### src/rtl/core/bpel_pkg.sv
package bpel_pkg;

	localparam int FIFO_DEPTH = 128;
	localparam int TIME_BITS  = 32;

	localparam int PTR_W   = $clog2(FIFO_DEPTH);
	localparam int CNT_W   = $clog2(FIFO_DEPTH + 1);
	localparam int ENTRY_W = TIME_BITS + 1;

	localparam int ADDR_W = 6;
	localparam int DATA_W = 64;

	// register indexes, taken from paddr[5:3]
	localparam logic [2:0] REG_ID_A_HIGH       = 3'd0;
	localparam logic [2:0] REG_ID_A_LOW        = 3'd1;
	localparam logic [2:0] REG_ID_B_HIGH       = 3'd2;
	localparam logic [2:0] REG_ID_B_LOW        = 3'd3;
	localparam logic [2:0] REG_ABSENCE_TIMEOUT = 3'd4;
	localparam logic [2:0] REG_POST_INTERVAL   = 3'd5;

	localparam logic [15:0] ABSENCE_TIMEOUT_RST = 16'd5;
	localparam logic [15:0] POST_INTERVAL_RST   = 16'd20;

	localparam logic [7:0] ELEM_TYPE_MFR = 8'hFF;
	localparam logic [7:0] ELEM_MIN_LEN  = 8'd21;

	localparam logic FUNC_TICK    = 1'b0;
	localparam logic FUNC_ELEMENT = 1'b1;

	// last queued event state
	localparam logic [1:0] LAST_OFF  = 2'd0;
	localparam logic [1:0] LAST_ON   = 2'd1;
	localparam logic [1:0] LAST_NONE = 2'd2;

	typedef struct packed {
		logic        func;
		logic [31:0] now_seconds;
		logic [7:0]  element_type;
		logic [7:0]  element_length;
		logic [63:0] id_high;
		logic [63:0] id_low;
	} in_t;

	typedef struct packed {
		logic        relay_on;
		logic        post_valid;
		logic        post_state;
		logic [31:0] post_time;
		logic        push_dropped_full;
		logic [7:0]  queued_count;
	} out_t;

	typedef struct packed {
		logic [63:0] id_a_high;
		logic [63:0] id_a_low;
		logic [63:0] id_b_high;
		logic [63:0] id_b_low;
		logic [15:0] absence_timeout;
		logic [15:0] post_interval;
	} cfg_t;

	typedef struct packed {
		logic load_in;
		logic eval;
		logic pop;
		logic load_out;
	} cmd_t;

	typedef struct packed {
		logic out_free;
	} status_t;

endpackage

### src/rtl/core/bpel_ctrl.sv
module bpel_ctrl (
	input  logic              clk,
	input  logic              arst_n,
	input  logic              item_valid,
	output logic              item_ready,
	input  bpel_pkg::status_t status,
	output bpel_pkg::cmd_t    cmd
);

	localparam logic [1:0] S_IDLE = 2'd0;
	localparam logic [1:0] S_EVAL = 2'd1;
	localparam logic [1:0] S_POP  = 2'd2;
	localparam logic [1:0] S_OUT  = 2'd3;

	logic [1:0] state_q;
	logic [1:0] state_d;

	assign item_ready = (state_q == S_IDLE);

	always_comb begin
		state_d = state_q;
		cmd     = '0;
		unique case (state_q)
			S_IDLE: begin
				if (item_valid) begin
					cmd.load_in = 1'b1;
					state_d     = S_EVAL;
				end
			end
			S_EVAL: begin
				cmd.eval = 1'b1;
				state_d  = S_POP;
			end
			S_POP: begin
				cmd.pop = 1'b1;
				state_d = S_OUT;
			end
			S_OUT: begin
				// hold until the result register can take the item
				if (status.out_free) begin
					cmd.load_out = 1'b1;
					state_d      = S_IDLE;
				end
			end
			default: state_d = S_IDLE;
		endcase
	end

	always_ff @(posedge clk or negedge arst_n) begin
		if (!arst_n) begin
			state_q <= S_IDLE;
		end else begin
			state_q <= state_d;
		end
	end

	assert property (@(posedge clk) disable iff (!arst_n)
		(item_valid && item_ready) |=> state_q == S_EVAL)
		else $error("accepted item not evaluated");

	assert property (@(posedge clk) disable iff (!arst_n)
		state_q == S_EVAL |=> state_q == S_POP)
		else $error("pop phase skipped");

	assert property (@(posedge clk) disable iff (!arst_n)
		(state_q == S_OUT && status.out_free) |=> state_q == S_IDLE)
		else $error("result not released");

endmodule

### config.mk
export PLATFORM = sky130hd
export DESIGN_NAME = bpel_ctrl
export DESIGN_NICKNAME = d
export VERILOG_FILES = /design/src/rtl/core/bpel_pkg.sv /design/src/rtl/core/bpel_ctrl.sv
export SDC_FILE = /design/constraint.sdc
export NUM_CORES = 1
export LEC_CHECK = 0
export BUFFER_PORTS_ARGS = -buffer_cell sky130_fd_sc_hd__buf_2
export CORE_AREA = 5 5 42 44
export DETAILED_ROUTE_END_ITERATION = 12
export DIE_AREA = 0 0 47 49
export PLACE_DENSITY = 0.3
export SYNTH_ARGS = -nofsm -noshare
export SYNTH_HDL_FRONTEND = slang
export SYNTH_SLANG_ARGS = --single-unit
### constraint.sdc
create_clock -name clk -period 3.8 [get_ports clk]
set_input_delay 0.76 -clock clk [delete_from_list [all_inputs] [get_ports clk]]
set_output_delay 0.76 -clock clk [all_outputs]
set_load 0.01 [all_outputs]
# Yosys cells after proc, flatten, opt, wreduce, memory -nomap -nowiden
# Index checks and enable logic that the tools add are counted.
dict set report totals {
  regBits 2
  latch_bits 0
  ramBits 0
  mem_bits_ro 0
  in_bits 4
  output_inout_bits 5
  elab_cells 17
  mem_count 0
}
dict set report op_classes {
  addsub 0
  mul 0
  div_mod_pow 0
  order_cmp 0
  eq_ne 5
  n_shift 0
  n_mux 9
  n_bitwise 0
  reduce_logical 2
}
# op n
set ops {}
lappend ops {{$pmux 2 s4} 1}
lappend ops {{$mux 1} 6}
lappend ops {{$eq 2x2->1 const B} 2}
lappend ops {{$mux 2} 2}
lappend ops {{$ne 2x2->1 const B} 2}
lappend ops {{$eq 2x1->1 const B} 1}
lappend ops {{$logic_not 2->1} 1}
lappend ops {{$reduce_and 2->1} 1}

# Logic depth before layout (Yosys ltp)
dict set report depth {
  word_depth 3
  depth_mapped 4
  depth_no_buf 4
}

# Least setup slack after synthesis
# No wires, ideal clock.
dict set report synth_path {
  kind {input-to-output}
  startpoint {in status}
  endpoint {out cmd[0] (netlist name)}
  arrival_ps 949
  required_ps 3040
  path_slack_ps 2091
  stages 1
  path_buffers 0
  path_cell_list {and2_2}
}
dict set report synth_between {
  elab_chain_len 2
}
# element line_no
set synth_rtl {}
lappend synth_rtl {{from (decl)} bpel_ctrl.sv:6} ;# input bpel_pkg::status_t status,
lappend synth_rtl {{$mux 1} bpel_ctrl.sv:40} ;# if (status.out_free) begin
lappend synth_rtl {{$mux 1} bpel_ctrl.sv:23} ;# unique case (state_q)
lappend synth_rtl {{to (decl)} bpel_ctrl.sv:7} ;# output bpel_pkg::cmd_t cmd
# No other way between the ends.

==> impl_metrics.json <==
{
  "status": "finished clean",
  "drtPass1Iterations": 2,
  "grt_pass1_wl_um": 676,
  "row_count": 14,
  "min_period_ns": 1.98,
  "r2r.worst_path.cells": 4,
  "switching_share_pct": 37.2,
  "timing.setup.tns_ns": 0,
  "crit_chain": "inv_1, ha_1, and2_1, buf_2",
  "fill_cells": 165,
  "fp.coreArea_um2": 1400,
  "post-dp-hpwl_um": 304,
  "p_int_mw": 0.137,
  "crit_fanout": 4,
  "cp_num_buf_inv": 2,
  "crit_start": "state_q[0]",
  "syn_nets": 23,
  "drtIter0Drc": 3,
  "n_antenna_cell": 0,
  "fin_skew_ns": 0.00115,
  "grt_antenna_before_repair": 0,
  "cp-start-kind": "flop",
  "cp_data_required_time_ns": 3.04,
  "synth.area.top_cells": "dfrtp_1 29%, ha_1 29%, mux2_4 8.6%",
  "rsz0062_at_grt": "false",
  "clk_latency_ns": 0.22,
  "final_cell_mix": "8 x buf_2, 4 x ha_1, 3 x inv_1, 3 x clkbuf_4, 2 x dfrtp_1",
  "reg2reg_to": "state_q[1]",
  "drt.antenna.violating_nets": 0,
  "clk_path_buf_depth": 2,
  "synthCells": 15,
  "pwr-share-seq_pct": 21.2,
  "crit_type": "flop to primary output",
  "post-route-util_pct": 18.3,
  "cts_hold_buf": 0,
  "initial_core_util_pct": 12.4,
  "drc": 0,
  "ir_worst_vdd_v": 0.000226,
  "arrival_ns": 1.22,
  "dieArea_um2": 2300,
  "cts_resized": 0,
  "cts.sink_count": 2,
  "cts_inserted_buffers": 3,
  "io_buffers": 8,
  "cp-end-kind": "primary output",
  "ys_ff_latch": 2,
  "power_density_nw_per_um2": 850,
  "synthDistinctLibCells": 9,
  "period_share_pct": 52.2,
  "ys_seq_area_share_pct": 28.8,
  "yosysTopAreaCell": "dfrtp_1",
  "worst_pin_slew_ns": 0.156,
  "switching_power_mw": 0.0811,
  "grt_usage_pct": 4.44,
  "routabilityCongestion": 0.701,
  "crit_cells": 4,
  "hp-class": "input pin to asynchronous set/reset pin",
  "fmax_mhz": 504,
  "wl_per_cell_um": 8.83,
  "setup.worst_path.end": "cmd[3]",
  "largest_reg_flops": 2,
  "max_cap_viol_count": 0,
  "layout.nets": 36,
  "syn-cell-area_um2": 174,
  "leakage_nw": 0.145,
  "die_h_um": 49,
  "slew_viol_final": 0,
  "wl_um": 371,
  "cts_tree": "done",
  "final_common_cell": "buf_2",
  "ios": 9,
  "r2r_slack_ns": 2.47,
  "largestRegisters": "state_q: 2 flops",
  "relSlewSlack_pct": 89.6,
  "grt_pass1_vias": 166,
  "cts_setup_buffers": 0,
  "yosys_warnings": 0,
  "h-tree-depth": 1,
  "finalInstanceArea_um2": 256,
  "regMostFlops": "state_q",
  "root_buffer": "clkbuf_4",
  "drive_gt1_share_pct": 61.5,
  "yosys.area.top_type_share_pct": 28.8,
  "die_width_um": 47,
  "cp_top_family": "flip-flops",
  "viasPerCell": 3.31,
  "cp_slowest_cell": "dfrtp_1",
  "placedInstanceArea_um2": 234,
  "path_clk_slew_ns": 0.03,
  "setup_viol": 0,
  "avgSynthCellArea_um2": 11.6,
  "clock_power_share_pct": 21.5,
  "grt-ovfl-total": 0,
  "critPathMaxStageDelay_ns": 0.39,
  "grt_max_degree": 5,
  "worstReg2RegStart": "state_q[0]",
  "pwr-share-comb_pct": 57.3,
  "vias": 139,
  "area_delta_synth_final_pct": 47.5,
  "hold_viol": 0
}
cell usage after synthesis (all sizes together):
cell type,n
a21oi,1
inv,3
and2,2
o32a,1
nor2b,1
dfrtp,2
mux2,1
ha,4
worst reg2reg max path, cell delays in order, from the launching register on:
cell     delay, ns
dfrtp_1       0.39
inv_1         0.08
ha_1          0.25
a21oi_2       0.18
mux2_4        0.31
metrics by stage:
step | hold slack (ns) | cells | power [mW] | setup WS (ns)
floorplan | 0.464 | 15 | 0.136 | 2.09
global placement | 0.544 | 39 | 0.171 | 1.85
detailed placement | 0.547 | 39 | 0.175 | 1.85
CTS | 0.304 | 42 | 0.226 | 1.79
global route | 0.301 | 42 | 0.244 | 1.74
finish | 0.315 | 42 | 0.218 | 1.82
cells by family (layout without fill, tap and decap cells):
kind of cell	count (synthesis)	count (layout)	synth area share, %
adders and majority gates	4	4	28.8
DFF	2	2	28.8
buffers and inverters	3	14	6.47
AOI/OAI and AO/OA	2	2	11.5
muxes	1	1	8.63
and+or+nand+nor	3	3	15.8
area by class of cell:
type                       instances  area, µm²  share of cell area, %
timing repair buffer               8       40.0                   15.6
inverter                           3       11.3                   4.39
sequential                         2       50.0                   19.5
clock buffer                       3       22.5                   8.78
tap                               16       20.0                   7.80
multi-input combinational         10        113                   43.9
power groups by stage:
stage / clock network (mW) / registers [mW] / logic (mW)
global route: 0.0537 / 0.0472 / 0.143
floorplan: 0 / 0.0432 / 0.0929
CTS: 0.0501 / 0.0465 / 0.129
detailed placement: 0 / 0.0466 / 0.128
finish: 0.0469 / 0.0462 / 0.125
global placement: 0 / 0.0461 / 0.125
worst min-delay path by stage:
stage                 from    endpoint  cells past startpoint
floorplan           arst_n  state_q[0]                      0
global placement    arst_n  state_q[0]                      1
detailed placement  arst_n  state_q[0]                      1
CTS                 arst_n  state_q[0]                      1
global route        arst_n  state_q[1]                      1
finish              arst_n  state_q[0]                      1
per-layer routing:
| metal | wire length (µm) | track usage, % | vias up | part of all wire, % |
|---|---|---|---|---|
| li1 | - | - | 71 | - |
| met1 | 164 | 4.41 | 61 | 44 |
| met2 | 159 | 5.66 | 7 | 43 |
| met3 | 47 | 2.21 | 0 | 13 |
| met4 | 0 | 5.53 | 0 | 0 |
| met5 | 0 | 0 | - | 0 |
Power figures use the tool's default switching activity.
