<file path="config.mk">
export PLATFORM = sky130hd
export DESIGN_NAME = bpel_regs
export DESIGN_NICKNAME = d
export VERILOG_FILES = /design/src/rtl/core/bpel_pkg.sv /design/src/rtl/core/bpel_regs.sv
export SDC_FILE = /design/constraint.sdc
export NUM_CORES = 1
export LEC_CHECK = 0
export BUFFER_PORTS_ARGS = -buffer_cell sky130_fd_sc_hd__buf_2
export CAP_MARGIN = 20
export CORE_AREA = 2 2 165 167
export CTS_CLUSTER_DIAMETER = 40
export DETAILED_ROUTE_END_ITERATION = 8
export DIE_AREA = 0 0 167 169
export PLACE_DENSITY_LB_ADDON = 0.12
export SETUP_SLACK_MARGIN = 0.15
export SLEW_MARGIN = 15
export SYNTH_ARGS = -nofsm -noshare
export SYNTH_HDL_FRONTEND = slang
export SYNTH_SLANG_ARGS = --single-unit
export TNS_END_PERCENT = 20
</file>
<file path="constraint.sdc">
create_clock -name clk -period 3.05 [get_ports clk]
set_input_delay 0.915 -clock clk [delete_from_list [all_inputs] [get_ports clk]]
set_output_delay 0.915 -clock clk [all_outputs]
set_load 0.05 [all_outputs]
</file>
<file path="src/rtl/core/bpel_pkg.sv">
package bpel_pkg;

	localparam int FIFO_DEPTH = 128;
	localparam int TIME_BITS  = 32;

	localparam int PTR_W   = $clog2(FIFO_DEPTH);
	localparam int CNT_W   = $clog2(FIFO_DEPTH + 1);
	localparam int ENTRY_W = TIME_BITS + 1;

	localparam int ADDR_W = 6;
	localparam int DATA_W = 64;

	// register indexes, taken from paddr[5:3]
	localparam logic [2:0] REG_ID_A_HIGH       = 3'd0;
	localparam logic [2:0] REG_ID_A_LOW        = 3'd1;
	localparam logic [2:0] REG_ID_B_HIGH       = 3'd2;
	localparam logic [2:0] REG_ID_B_LOW        = 3'd3;
	localparam logic [2:0] REG_ABSENCE_TIMEOUT = 3'd4;
	localparam logic [2:0] REG_POST_INTERVAL   = 3'd5;

	localparam logic [15:0] ABSENCE_TIMEOUT_RST = 16'd5;
	localparam logic [15:0] POST_INTERVAL_RST   = 16'd20;

	localparam logic [7:0] ELEM_TYPE_MFR = 8'hFF;
	localparam logic [7:0] ELEM_MIN_LEN  = 8'd21;

	localparam logic FUNC_TICK    = 1'b0;
	localparam logic FUNC_ELEMENT = 1'b1;

	// last queued event state
	localparam logic [1:0] LAST_OFF  = 2'd0;
	localparam logic [1:0] LAST_ON   = 2'd1;
	localparam logic [1:0] LAST_NONE = 2'd2;

	typedef struct packed {
		logic        func;
		logic [31:0] now_seconds;
		logic [7:0]  element_type;
		logic [7:0]  element_length;
		logic [63:0] id_high;
		logic [63:0] id_low;
	} in_t;

	typedef struct packed {
		logic        relay_on;
		logic        post_valid;
		logic        post_state;
		logic [31:0] post_time;
		logic        push_dropped_full;
		logic [7:0]  queued_count;
	} out_t;

	typedef struct packed {
		logic [63:0] id_a_high;
		logic [63:0] id_a_low;
		logic [63:0] id_b_high;
		logic [63:0] id_b_low;
		logic [15:0] absence_timeout;
		logic [15:0] post_interval;
	} cfg_t;

	typedef struct packed {
		logic load_in;
		logic eval;
		logic pop;
		logic load_out;
	} cmd_t;

	typedef struct packed {
		logic out_free;
	} status_t;

endpackage

</file>
<file path="src/rtl/core/bpel_regs.sv">
module bpel_regs (
	input  logic                         clk,
	input  logic                         arst_n,
	input  logic                         psel,
	input  logic                         penable,
	input  logic                         pwrite,
	input  logic [bpel_pkg::ADDR_W-1:0]  paddr,
	input  logic [bpel_pkg::DATA_W-1:0]  pwdata,
	output logic [bpel_pkg::DATA_W-1:0]  prdata,
	output logic                         pready,
	output bpel_pkg::cfg_t               cfg
);

	bpel_pkg::cfg_t cfg_q;
	logic           wr_en;
	logic [2:0]     idx;

	assign idx    = paddr[5:3];
	assign wr_en  = psel && penable && pwrite;
	assign pready = 1'b1;
	assign cfg    = cfg_q;

	always_ff @(posedge clk or negedge arst_n) begin
		if (!arst_n) begin
			cfg_q.id_a_high       <= '0;
			cfg_q.id_a_low        <= '0;
			cfg_q.id_b_high       <= '0;
			cfg_q.id_b_low        <= '0;
			cfg_q.absence_timeout <= bpel_pkg::ABSENCE_TIMEOUT_RST;
			cfg_q.post_interval   <= bpel_pkg::POST_INTERVAL_RST;
		end else if (wr_en) begin
			unique case (idx)
				bpel_pkg::REG_ID_A_HIGH:       cfg_q.id_a_high <= pwdata;
				bpel_pkg::REG_ID_A_LOW:        cfg_q.id_a_low  <= pwdata;
				bpel_pkg::REG_ID_B_HIGH:       cfg_q.id_b_high <= pwdata;
				bpel_pkg::REG_ID_B_LOW:        cfg_q.id_b_low  <= pwdata;
				bpel_pkg::REG_ABSENCE_TIMEOUT: cfg_q.absence_timeout <= pwdata[15:0];
				bpel_pkg::REG_POST_INTERVAL:   cfg_q.post_interval   <= pwdata[15:0];
				default: ;
			endcase
		end
	end

	always_comb begin
		unique case (idx)
			bpel_pkg::REG_ID_A_HIGH:       prdata = cfg_q.id_a_high;
			bpel_pkg::REG_ID_A_LOW:        prdata = cfg_q.id_a_low;
			bpel_pkg::REG_ID_B_HIGH:       prdata = cfg_q.id_b_high;
			bpel_pkg::REG_ID_B_LOW:        prdata = cfg_q.id_b_low;
			bpel_pkg::REG_ABSENCE_TIMEOUT: prdata = {48'd0, cfg_q.absence_timeout};
			bpel_pkg::REG_POST_INTERVAL:   prdata = {48'd0, cfg_q.post_interval};
			default:                       prdata = '0;
		endcase
	end

	assert property (@(posedge clk) disable iff (!arst_n)
		(wr_en && idx == bpel_pkg::REG_ABSENCE_TIMEOUT)
		|=> cfg_q.absence_timeout == $past(pwdata[15:0]))
		else $error("absence timeout write lost");

	assert property (@(posedge clk) disable iff (!arst_n)
		!wr_en |=> $stable(cfg_q))
		else $error("configuration changed without a write");

	assert property (@(posedge clk) disable iff (!arst_n)
		(wr_en && idx == bpel_pkg::REG_ID_B_LOW) |=> cfg_q.id_b_low == $past(pwdata))
		else $error("id_b_low write lost");

endmodule

</file>
# ---- Word level (Yosys, flattened, before mapping)
# Index checks and enable logic that the tools add are counted.
dict set report word_totals {
  ff_bits 288
  latchBits 0
  ram_bits 0
  romBits 0
  in_bits 75
  out_inout_bits 353
  elab_cells 21
  mem_count 0
}
dict set report classes {
  add_sub_neg 0
  mul 0
  n_div 0
  magnitude_cmp 0
  n_eq_ne 5
  shifts 0
  n_mux 1
  n_bitwise 0
  reduce_logical 9
}
# cell count
set ops {}
lappend ops {{one-hot mux 64 bit (6 select lines)} 1}
lappend ops {{AND reduction 2 bit} 6}
lappend ops {{equality test 3 x 2 -> 1 bit (second input constant)} 2}
lappend ops {{equality test 3 bit (second input constant)} 2}
lappend ops {{equality test 3 x 1 -> 1 bit (second input constant)} 1}
lappend ops {{zero test 3 bit} 1}
lappend ops {{logical AND 1 bit} 2}

# ---- Depth between registers and ports, before layout
# Gate-level depths: netlist of run 1.
dict set report depth {
  word_depth 3
  ltp_mapped 7
  mapped_depth_nobuf 3
}

# ---- Least setup slack after synthesis of run 1
# Ideal clock, no wire load.
dict set report synth_timing {
  path_kind {input port to output port}
  startpoint {input port paddr[3] (netlist bit)}
  endpoint {output port prdata[2] (netlist bit)}
  arrival_ns 2.732
  required_time_ns 2.135
  setup_slack_ns -0.597
  stages 7
  path_buffers 5
  path_cell_list {buf_2 buf_4 buf_4 buf_4 buf_2 a221oi_1 a31oi_1}
}
dict set report synth_between {
  elab_chain_len 2
  word_cells_on_any_way 7
  classes_between {eq/ne: 5; mux: 1; reduce/logical: 1}
}
# item line_no
set synth_rtl {}
lappend synth_rtl {{start: declaration} bpel_regs.sv:7} ;# input logic [bpel_pkg::ADDR_W-1:0] paddr,
lappend synth_rtl {{equality test 3 bit (tied with other cells)} bpel_regs.sv:45} ;# unique case (idx)
lappend synth_rtl {{one-hot mux 64 bit (6 select lines) *} bpel_regs.sv:45}
lappend synth_rtl {{end: declaration} bpel_regs.sv:9} ;# output logic [bpel_pkg::DATA_W-1:0] prdata,
# Mark *: on every way between the ends. The rest lies on a longest branch, timed or not.

# ---- Worst setup path in the final report of run 1
dict set report layout_timing {
  startpoint {input port paddr[3] (netlist bit)}
  endpoint {output port prdata[11] (netlist bit)}
}
# The elaborated chain is that of the path after synthesis.

==> results list, run 1 <==
* Synth warnings: 0
- Hold_buf cts: 0
- CP endpoint kind: output pin
* Worst IR Drop VDD: 663 µV
* Post-synth top cells: sky130_fd_sc_hd__dfrtp_1 (284), sky130_fd_sc_hd__mux2_2 (238), sky130_fd_sc_hd__mux2_4 (60)
- The count of final hold-check violations is 0.
- The initial utilization of the core area, before any placement, comes to 50.1%.
* Final core occ: 71.6%
- Fillcell total: 1815
- Summed over all nets, wire length on met2 after detailed routing comes to 19500 µm.
- Number of port buffers: ~420
* CP Launch Type: input pin
* Fraction of synthesized cell area taken by the top area cell type: ~54%
- Summing the areas of all and, or, nand and nor instances in the mapped netlist gives 3.98% of the synthesized area.
* Highest cell delay on the worst timing path: 0.37 ns
- After floorplanning, the core was divided into 60 placement rows.
- For the worst setup path, the data arrival time is between 2 and 2.5 ns.
- The run finished with clean final reports.
- Most frequent cell after synthesis: sky130_fd_sc_hd__dfrtp_1
* Largest fanout on the critical path: 8
- Cell-by-cell trace of the critical path: buf_16 > buf_12 > clkbuf_16 > or3_4 > o221ai_4 > buf_6
- Share of flip-flops with an asynchronous set or reset: 100%
- Summed over all instances, the cell type with the most area after synthesis is sky130_fd_sc_hd__dfrtp_1.
- Total power density per cell area: around 840 nW/µm²
- For this run, the post-layout net count is 1397.
- Entering global routing, the biggest net connects 72 pins.
- For the pin with the worst max-slew slack, the measured transition is slightly below 0.6 ns.
- Area delta synth->final: 43.0%
- Synthesis produced a netlist with a net count of between 900 and 1k.
* Average wire per standard cell: about 23 µm
* Sequential element share of the synthesized area: 54.3%
- Length of routed wiring on met1: 15300 µm
- Setup repair after global routing could not meet its margin everywhere.
* Critical path start-end classification: in2out
* Detailed-routing iteration count for the pre-antenna-repair pass: 4
- Wires add up to 38500 µm.
- Overall global routing resource usage: 26.9%
* First-pass GRT wire length: 59200 µm
- Top layer used by detailed routing: met5
- Class of the tightest hold or removal check: in2async
- Number of vias per cell: 5.58
- Parity-gate share of the synthesized area counting xor and xnor cells: 0%
- The number of global-route vias before repair was about 9.8k.
* Detail Route Antenna Nets: 0
- Source-to-sink clock delay at the later pin of the worst-skew pair: 0.50 ns
* Number of flip-flops under the largest register name: around 290
* Leakage power: approximately 9.4 nW
- The H-tree generated during clock tree synthesis spans 2 levels.
- Averaged over all synthesized cells, the footprint is 15.7 µm².
* Number of enable flip-flop cells after synthesis: 0
- Count of vias placed by the detailed router: 9469
- No sink is reached through more buffers than the 3 on the longest clock path.
* Instance count of the mapped netlist: 847
* Count of placed standard cells including taps: about 1.6k
- TritonCTS built the clock tree.
- Main synth FF type: sky130_fd_sc_hd__dfrtp_1
- Number of CTS-inserted buffers: 39
- CTS saw 288 sinks.
- Die area: 28200 µm²
- After detailed routing, the met3 layer carries 2490 µm of wire.
- Fraction of layout instances using a drive strength above 1: 74.1%
- Derived from the worst setup path, the maximum achievable clock frequency is 339 MHz.
- After synthesis, the netlist uses 33 different library cells.
* Adder and majority gate portion of the synthesized area: 0%
- Buffer type at the clock tree root: sky130_fd_sc_hd__clkbuf_16
- GR Overflow Total: 0
* Chip Height: approximately 170 µm
- Setup violations remaining at the end of the flow were counted as 0.
- The core region is 26500 µm².
- Number of antenna violations at the first check in global routing: 3
- Number of flip-flops and latches in the synthesized netlist: roughly 290
- For this run, the number of standard cells in the final layout without fillers is 1696.
* Ratio of final minimum period to clock period: ~97%
* Number of DRC markers in iteration 0: about 500
* Pins over their slew limit: 0
- Clock input transition at the sequential cells of the worst setup and hold paths: ~0.05 ns
- Routability congestion estimate from global placement: 0.813
* Max-slew headroom: 60.5%
- For this design, the slowest cell found on the critical path is sky130_fd_sc_hd__or3_4.
- Required time of the critical path: about 2.1 ns
- The cell area that synthesis handed to floorplanning was 13300 µm².
- around 430 I/O pins were placed.
* Detail Placement HPWL: 26200 µm
- Multiplexer share of the synthesized area: 37.0%
- The die is about 170 µm wide.
- The tool flagged a number of max-cap violations equal to 0.
* Top area cells in the synthesized netlist: sky130_fd_sc_hd__dfrtp_1 (54%), sky130_fd_sc_hd__mux2_2 (20%), sky130_fd_sc_hd__mux4_2 (8.1%)
* Worst clock skew: 0 ns
- After detailed routing, the number of remaining DRC violations is 0.
* Share of the synthesized area in compound gates (AO/OA/AOI/OAI): between 2 and 2.5%
* Post-layout minimum cycle time: 2.95 ns
- By area, the combinational part of the netlist is dominated by multiplexers.
==> cell type report <==
class / instances / area (µm²) / share of cell area [%]
inverters: 1 / 3.75 / 0.0198
clock buffers: 50 / 1110 / 5.85
multi-input cells: 498 / 6440 / 33.9
clock inverters: 20 / 216 / 1.14
diodes: 4 / 10.0 / 0.0527
well taps: 341 / 427 / 2.25
flip-flops and latches: 288 / 7210 / 38.0
repair buffers: 494 / 3560 / 18.7
==> power by group <==
group          switching, mW  total, mW  internal, mW  leakage (nW)
registers              0.635       5.22          4.58          3.67
logic                   4.22       6.23          2.01          5.10
clock network           1.72       4.57          2.85         0.648
total                   6.57       16.0          9.45          9.42
==> through the flow <==
step	hold slack [ns]	setup TNS (ns)	setup slack, ns	total power, mW	instance area, µm²
after detailed placement	0.511	-6.84	-0.163	11.3	16900
after floorplan	0.619	0	0.0323	9.71	14000
after CTS	0.387	0	0.0971	16.1	18800
after global placement	0.497	-6.41	-0.156	11.2	16900
final	0.365	0	0.0998	16.0	19000
after global routing	0.408	0	0.0818	16.6	19000
==> timing repair <==
| item | 4_1_cts | 5_1_grt |
|---|---|---|
| endpoints found under the setup margin | 64 | 63 |
| buffers inserted | 6 | 2 |
| pin swaps | 0 | 4 |
| gates cloned | 4 | 2 |
| gates resized for setup | 128 | 26 |
==> layout by cell type (no fill, tap or decap), types with 3 or more instances in the layout <==
master / n
sky130_fd_sc_hd__a211oi_2: 3
sky130_fd_sc_hd__a21o_2: 5
sky130_fd_sc_hd__a21oi_1: 4
sky130_fd_sc_hd__a221oi_4: 5
sky130_fd_sc_hd__a31oi_4: 6
sky130_fd_sc_hd__and3_1: 3
sky130_fd_sc_hd__buf_12: 28
sky130_fd_sc_hd__buf_16: 4
sky130_fd_sc_hd__buf_2: 357
sky130_fd_sc_hd__buf_4: 40
sky130_fd_sc_hd__buf_6: 57
sky130_fd_sc_hd__buf_8: 5
sky130_fd_sc_hd__bufinv_16: 3
sky130_fd_sc_hd__clkbuf_1: 4
sky130_fd_sc_hd__clkbuf_16: 43
sky130_fd_sc_hd__clkbuf_8: 5
sky130_fd_sc_hd__clkinv_2: 5
sky130_fd_sc_hd__clkinv_4: 3
sky130_fd_sc_hd__clkinvlp_4: 3
sky130_fd_sc_hd__dfrtp_1: 284
sky130_fd_sc_hd__dfstp_2: 4
sky130_fd_sc_hd__diode_2: 4
sky130_fd_sc_hd__inv_6: 6
sky130_fd_sc_hd__mux2_1: 5
sky130_fd_sc_hd__mux2_2: 237
sky130_fd_sc_hd__mux2_4: 61
sky130_fd_sc_hd__mux2i_1: 15
sky130_fd_sc_hd__mux2i_2: 4
sky130_fd_sc_hd__mux4_2: 48
sky130_fd_sc_hd__nand2_1: 17
sky130_fd_sc_hd__nand3_1: 5
sky130_fd_sc_hd__nor2b_2: 3
sky130_fd_sc_hd__nor2b_4: 46
sky130_fd_sc_hd__o21ai_0: 5
sky130_fd_sc_hd__o221ai_4: 5
==> critical path, delay by kind of cell <==
kind	cells	cell delay (ns)
buffers and inverters	4	0.65
AND/OR/NAND/NOR	1	0.37
AO/OA/AOI/OAI	1	0.08
==> per-layer routing <==
layer | vias up | GRT usage [%]
met5 | - | 0
met4 | 2 | 9.00
met3 | 80 | 6.55
met2 | 346 | 45.9
li1 | 4091 | -
met1 | 4950 | 33.8
==> cell families (layout without fill, tap and decap cells) <==
logic type | count (synthesis) | count (layout)
and+or+nand+nor | 87 | 87
muxes | 370 | 370
AOI/OAI and AO/OA | 40 | 40
other | 1 | 5
buffers and inverters | 61 | 565
DFF | 288 | 288
==> final timing paths <==
check	start	to	slack [ns]	cells past startpoint
hold / removal	arst_n	cfg[259]	0.36	1
setup / recovery	paddr[3]	prdata[11]	0.1	6
min in group clk	cfg[102]	cfg[102]	0.52	1
setup reg to reg	cfg[138]	cfg[138]	2.20	1
max in group asynchronous	arst_n	cfg[264]	1.89	2
hold reg to reg	cfg[102]	cfg[102]	0.52	1
(Power assumes the default switching activity.)
==> run 2: changes to the inputs <==
--- a/config.mk
+++ b/config.mk
@@ -5,6 +5,7 @@
 export SDC_FILE = /design/constraint.sdc
 export NUM_CORES = 1
 export LEC_CHECK = 0
+export ABC_AREA = 1
 export BUFFER_PORTS_ARGS = -buffer_cell sky130_fd_sc_hd__buf_2
 export CAP_MARGIN = 20
 export CORE_AREA = 2 2 165 167
@@ -13,6 +14,7 @@
 export DIE_AREA = 0 0 167 169
 export PLACE_DENSITY_LB_ADDON = 0.12
 export SETUP_SLACK_MARGIN = 0.15
+export SKIP_LAST_GASP = 1
 export SLEW_MARGIN = 15
 export SYNTH_ARGS = -nofsm -noshare
 export SYNTH_HDL_FRONTEND = slang
==> constraint.sdc (replaced) <==
create_clock -name clk -period 3.05 [get_ports clk]
set_input_delay 0.915 -clock clk [delete_from_list [all_inputs] [get_ports clk]]
set_output_delay 0.915 -clock clk [all_outputs]
set_load 0.1 [all_outputs]
==> run 2 against run 1 <==
  * Synthesized cell count grew 110%
  * Total power up 22%
  * Clock skew unchanged
  * Register-to-register slack improved by 0.09 ns
  * Utilization is 3.7 points higher
  * Combinational power grew 52%
  * Maximum frequency is 0.38% lower
  * Flip-flop and latch count unchanged
  * Clock power up 7.2%
  * Sequential power barely moved
  * Largest cell class unchanged
==> results list, run 2 <==
- The post-CTS clock slew at the launch and capture registers of the worst setup and hold paths is 0.05 ns (about the same).
- Top area cells in the synthesized netlist: sky130_fd_sc_hd__dfrtp_1 (52%), sky130_fd_sc_hd__nand2_1 (14%), sky130_fd_sc_hd__o21ai_1 (6.4%) (was sky130_fd_sc_hd__dfrtp_1 (54%), sky130_fd_sc_hd__mux2_2 (20%), sky130_fd_sc_hd__mux4_2 (8.1%))
* Max-slew headroom: 61.5% (was 60.5%)
- I/O pin count: 428 (unchanged)
- The number of flip-flops in the largest register is 288 (unchanged).
- The clock insertion delay at the later pin of the skew report was 0.53 ns (was 0.50 ns).
* Initial core utilization: 51.4% (was 50.1%)
- Synthesized netlist net count: 1821 (was 922)
- The count of TritonRoute iterations in the first routing pass came to 5 (was 4).
- The final global-route overflow total was 0 (unchanged).
* CP Launch Type: input pin (unchanged)
- Total power density per cell area: 981 nW/µm² (was 844 nW/µm²)
* Post-route setup TNS: 0 ns (unchanged)
- Horizontal die dimension: 167 µm (unchanged)
- The final net count is 2246 (was 1397).
- The register share of total power came to 26.7% (was 32.6%).
- Wire length on met2: 24600 µm (was 19500 µm)
- Switching share of total power: 52.9% (was 41.0%)
- Area of the mapped netlist: 13600 µm² (was 13300 µm²)
* Share of total power in combinational logic: 48.3% (was 38.9%)
* Actual transition at the worst max-transition pin: 0.577 ns (was 0.593 ns)
* Wire length on met3: 5130 µm (was 2490 µm)
* Final core occ: 75.3% (was 71.6%)
* Buffers from clock root to sink, at most: 3 (unchanged)
- The time the final worst path needs with I/O delays and setup was 2.96 ns (was 2.95 ns).
* Leading area contributor after synthesis: sky130_fd_sc_hd__dfrtp_1 (unchanged)
- Worst clock skew: 0 ns (unchanged)
- The count of standard-cell rows is 60 (unchanged).
* Number of flip-flops and latches in the synthesized netlist: 288 (unchanged)
* Synth warnings: 0 (unchanged)
- The switching power total was 10.4 mW (was 6.57 mW).
* Clock tree from TritonCTS: yes (unchanged)
* Top layer used by detailed routing: met5 (unchanged)
- The met1 wire length is 19000 µm (was 15300 µm).
- Sinks on the clock net: 288 (unchanged)
- The root cell of the clock tree is sky130_fd_sc_hd__clkbuf_16 (unchanged).
- Design internal power: 9.21 mW (was 9.45 mW)
- Placeable core region: 26500 µm² (unchanged)
* Area after DPL: 17700 µm² (was 16900 µm²)
* Average wire per standard cell: 20.2 µm (was 22.7 µm)
- The cell leakage power is 10.4 nW (was 9.42 nW).
* Final-layout worst hold slack: 0.345 ns (was 0.365 ns)
- The share of flip-flops with an asynchronous set or reset is 100% (unchanged).
* Number of antenna violations at the first check in global routing: 6 (was 3)
- The total CTS buffers was 41 (was 39).
- The library cell with the highest instance count after synthesis is sky130_fd_sc_hd__nand2_1 (was sky130_fd_sc_hd__dfrtp_1).
* Chip Height: 169 µm (unchanged)
- Main synth FF type: sky130_fd_sc_hd__dfrtp_1 (unchanged)
- H-Tree Level Count: 2 (unchanged)
- Largest fanout on the critical path: 6 (was 8)
* Pins over their slew limit: 0 (unchanged)
- The share of the synthesized area in the top cell type was 52.1% (was 53.5%).
* Detail Route Antenna Nets: 0 (unchanged)
* Number of global-route vias before repair: 14.0k (was 9784)
- The overall via count from detail_route was 14.2k (was 9469).
* Ratio of final minimum period to clock period: 97.1% (was 96.7%)
* Worst IR Drop VDD: 963 µV (was 663 µV)
- Part of the total power dissipated in the clock network: 25.0% (was 28.6%)
- The number of distinct library cell variants in the gate-level netlist after synthesis was 24 (was 33).
- Post-synth top cells: sky130_fd_sc_hd__nand2_1 (496), sky130_fd_sc_hd__dfrtp_1 (284), sky130_fd_sc_hd__inv_1 (233) (was sky130_fd_sc_hd__dfrtp_1 (284), sky130_fd_sc_hd__mux2_2 (238), sky130_fd_sc_hd__mux2_4 (60))
- The fraction of the yosys area taken by sequential cells was 52.9% (was 54.3%).
* Instance count of the mapped netlist: 1746 (was 847)
- Number of vias per cell: 5.56 (was 5.58)
* Area delta synth->final: 46.4% (was 43.0%)
- Number of enable flip-flop cells after synthesis: 0 (unchanged)
- Setup repair after global routing missed its margin: yes (unchanged).
- Most frequent cells in the layout: sky130_fd_sc_hd__nand2_1 (430), sky130_fd_sc_hd__buf_2 (355), sky130_fd_sc_hd__dfrtp_1 (284) (was sky130_fd_sc_hd__buf_2 (357), sky130_fd_sc_hd__dfrtp_1 (284), sky130_fd_sc_hd__mux2_2 (237))
- The final number of setup-violating endpoints came to 0 (unchanged).
- Area of all placed cells without fillers: 20000 µm² (was 19000 µm²)
* Detail Placement HPWL: 32500 µm (was 26200 µm)
- The number of input and output port buffers inserted is 423 (unchanged).
- The worst hold path class is in2async (unchanged).
* Hold_buf cts: 0 (unchanged)
- Final wirelength: 51300 µm (was 38500 µm)
* Routability congestion estimate from global placement: 0.918 (was 0.813)
* Highest Clock Rate: 338 MHz (was 339 MHz)
* Data arrival time at the worst-slack endpoint: 2.05 ns (was 2.04 ns)
- The pin count of the biggest net entering global routing is 85 (was 72).
- The proportion of layout cells with a drive suffix above 1 is 33.4% (was 74.1%).
- Total power of the final layout: 19.6 mW (was 16.0 mW)
- Max Cap Viol: 0 (unchanged)
* Required time of the critical path: 2.13 ns (about the same)
* Post-synthesis area per instance: 7.81 µm² (was 15.7 µm²)
- First-pass GRT wire length: 78300 µm (was 59200 µm)
* CP endpoint kind: output pin (unchanged)
- The full die area came to 28200 µm² (unchanged).
* Critical path start-end classification: in2out (unchanged)
- Number of DRC markers in iteration 0: 1306 (was 504)
- The most common library cell in the layout ignoring fill and taps is sky130_fd_sc_hd__nand2_1 (was sky130_fd_sc_hd__buf_2).
- Overall global routing resource usage: 35.1% (was 26.9%)
* Number of failing hold endpoints at the final stage: 0 (unchanged)
- Status: completed (unchanged)
- The number of remaining DRC errors came to 0 (unchanged).
## run 2: path summary, 6_finish.rpt
check / startpoint / end / slack [ns] / cells after the start
min: arst_n / cfg[107] / 0.35 / 1
max in group asynchronous: arst_n / cfg[4] / 1.88 / 2
min in group clk: cfg[16] / cfg[16] / 0.49 / 2
max: paddr[3] / prdata[5] / 0.09 / 9
max reg2reg: cfg[76] / cfg[76] / 2.29 / 2
min reg2reg: cfg[16] / cfg[16] / 0.49 / 2
## run 2: final cells by class
cell class / count / area (µm²)
timing repair buffer: 502 / 4250
antenna: 3 / 7.51
fill: 1935 / 6540
multi-input combinational: 1101 / 5740
clock buffer: 52 / 1150
tap: 341 / 427
sequential: 288 / 7210
inverter: 237 / 907
clock inverter: 22 / 274
## run 2: cells by family (layout without fill, tap and decap cells)
family / after synthesis / in the layout / share of synthesized area (%)
other cells: 1 / 4 / 0.0275
buf+inv: 357 / 813 / 10.9
simple gates: 703 / 703 / 21.6
compound gates: 397 / 397 / 14.6
flops: 288 / 288 / 52.9
## run 2: metal layers
metal  vias to the layer above  track usage (%)
li1                       6406                -
met1                      6740             44.8
met2                       826             56.9
met3                       188             8.07
met4                         6             16.9
met5                         -                0
## run 2: what timing repair did
action                     CTS  global route
buffers inserted             6             6
setup endpoints to repair   64            64
pin swaps                    2             6
gates cloned                 6             5
resized for setup           87            33
## run 2: stage by stage
stage	worst slack, ns	cells
after floorplan	0.0268	1746
after global placement	-0.00879	2446
after detailed placement	-0.0453	2446
after CTS	0.0842	2532
after global routing	0.0557	2546
final	0.0885	2546
## run 2: power by group through the flow
stage | logic, mW | registers [mW] | clock network, mW
after floorplan | 1.94 | 10.6 | 0
after global placement | 9.22 | 5.20 | 0
after detailed placement | 9.30 | 5.22 | 0
after CTS | 9.40 | 5.20 | 4.93
after global routing | 9.74 | 5.31 | 5.11
final | 9.45 | 5.22 | 4.90
## run 2: critical path: stages
cell and delay [ns]:
sky130_fd_sc_hd__buf_6 0.15, sky130_fd_sc_hd__nor2_8 0.04, sky130_fd_sc_hd__buf_4 0.16, sky130_fd_sc_hd__clkbuf_16 0.17, sky130_fd_sc_hd__nand3_1 0.07, sky130_fd_sc_hd__nand2_1 0.09
sky130_fd_sc_hd__nor2_2 0.19, sky130_fd_sc_hd__nand2_4 0.07, sky130_fd_sc_hd__buf_12 0.16
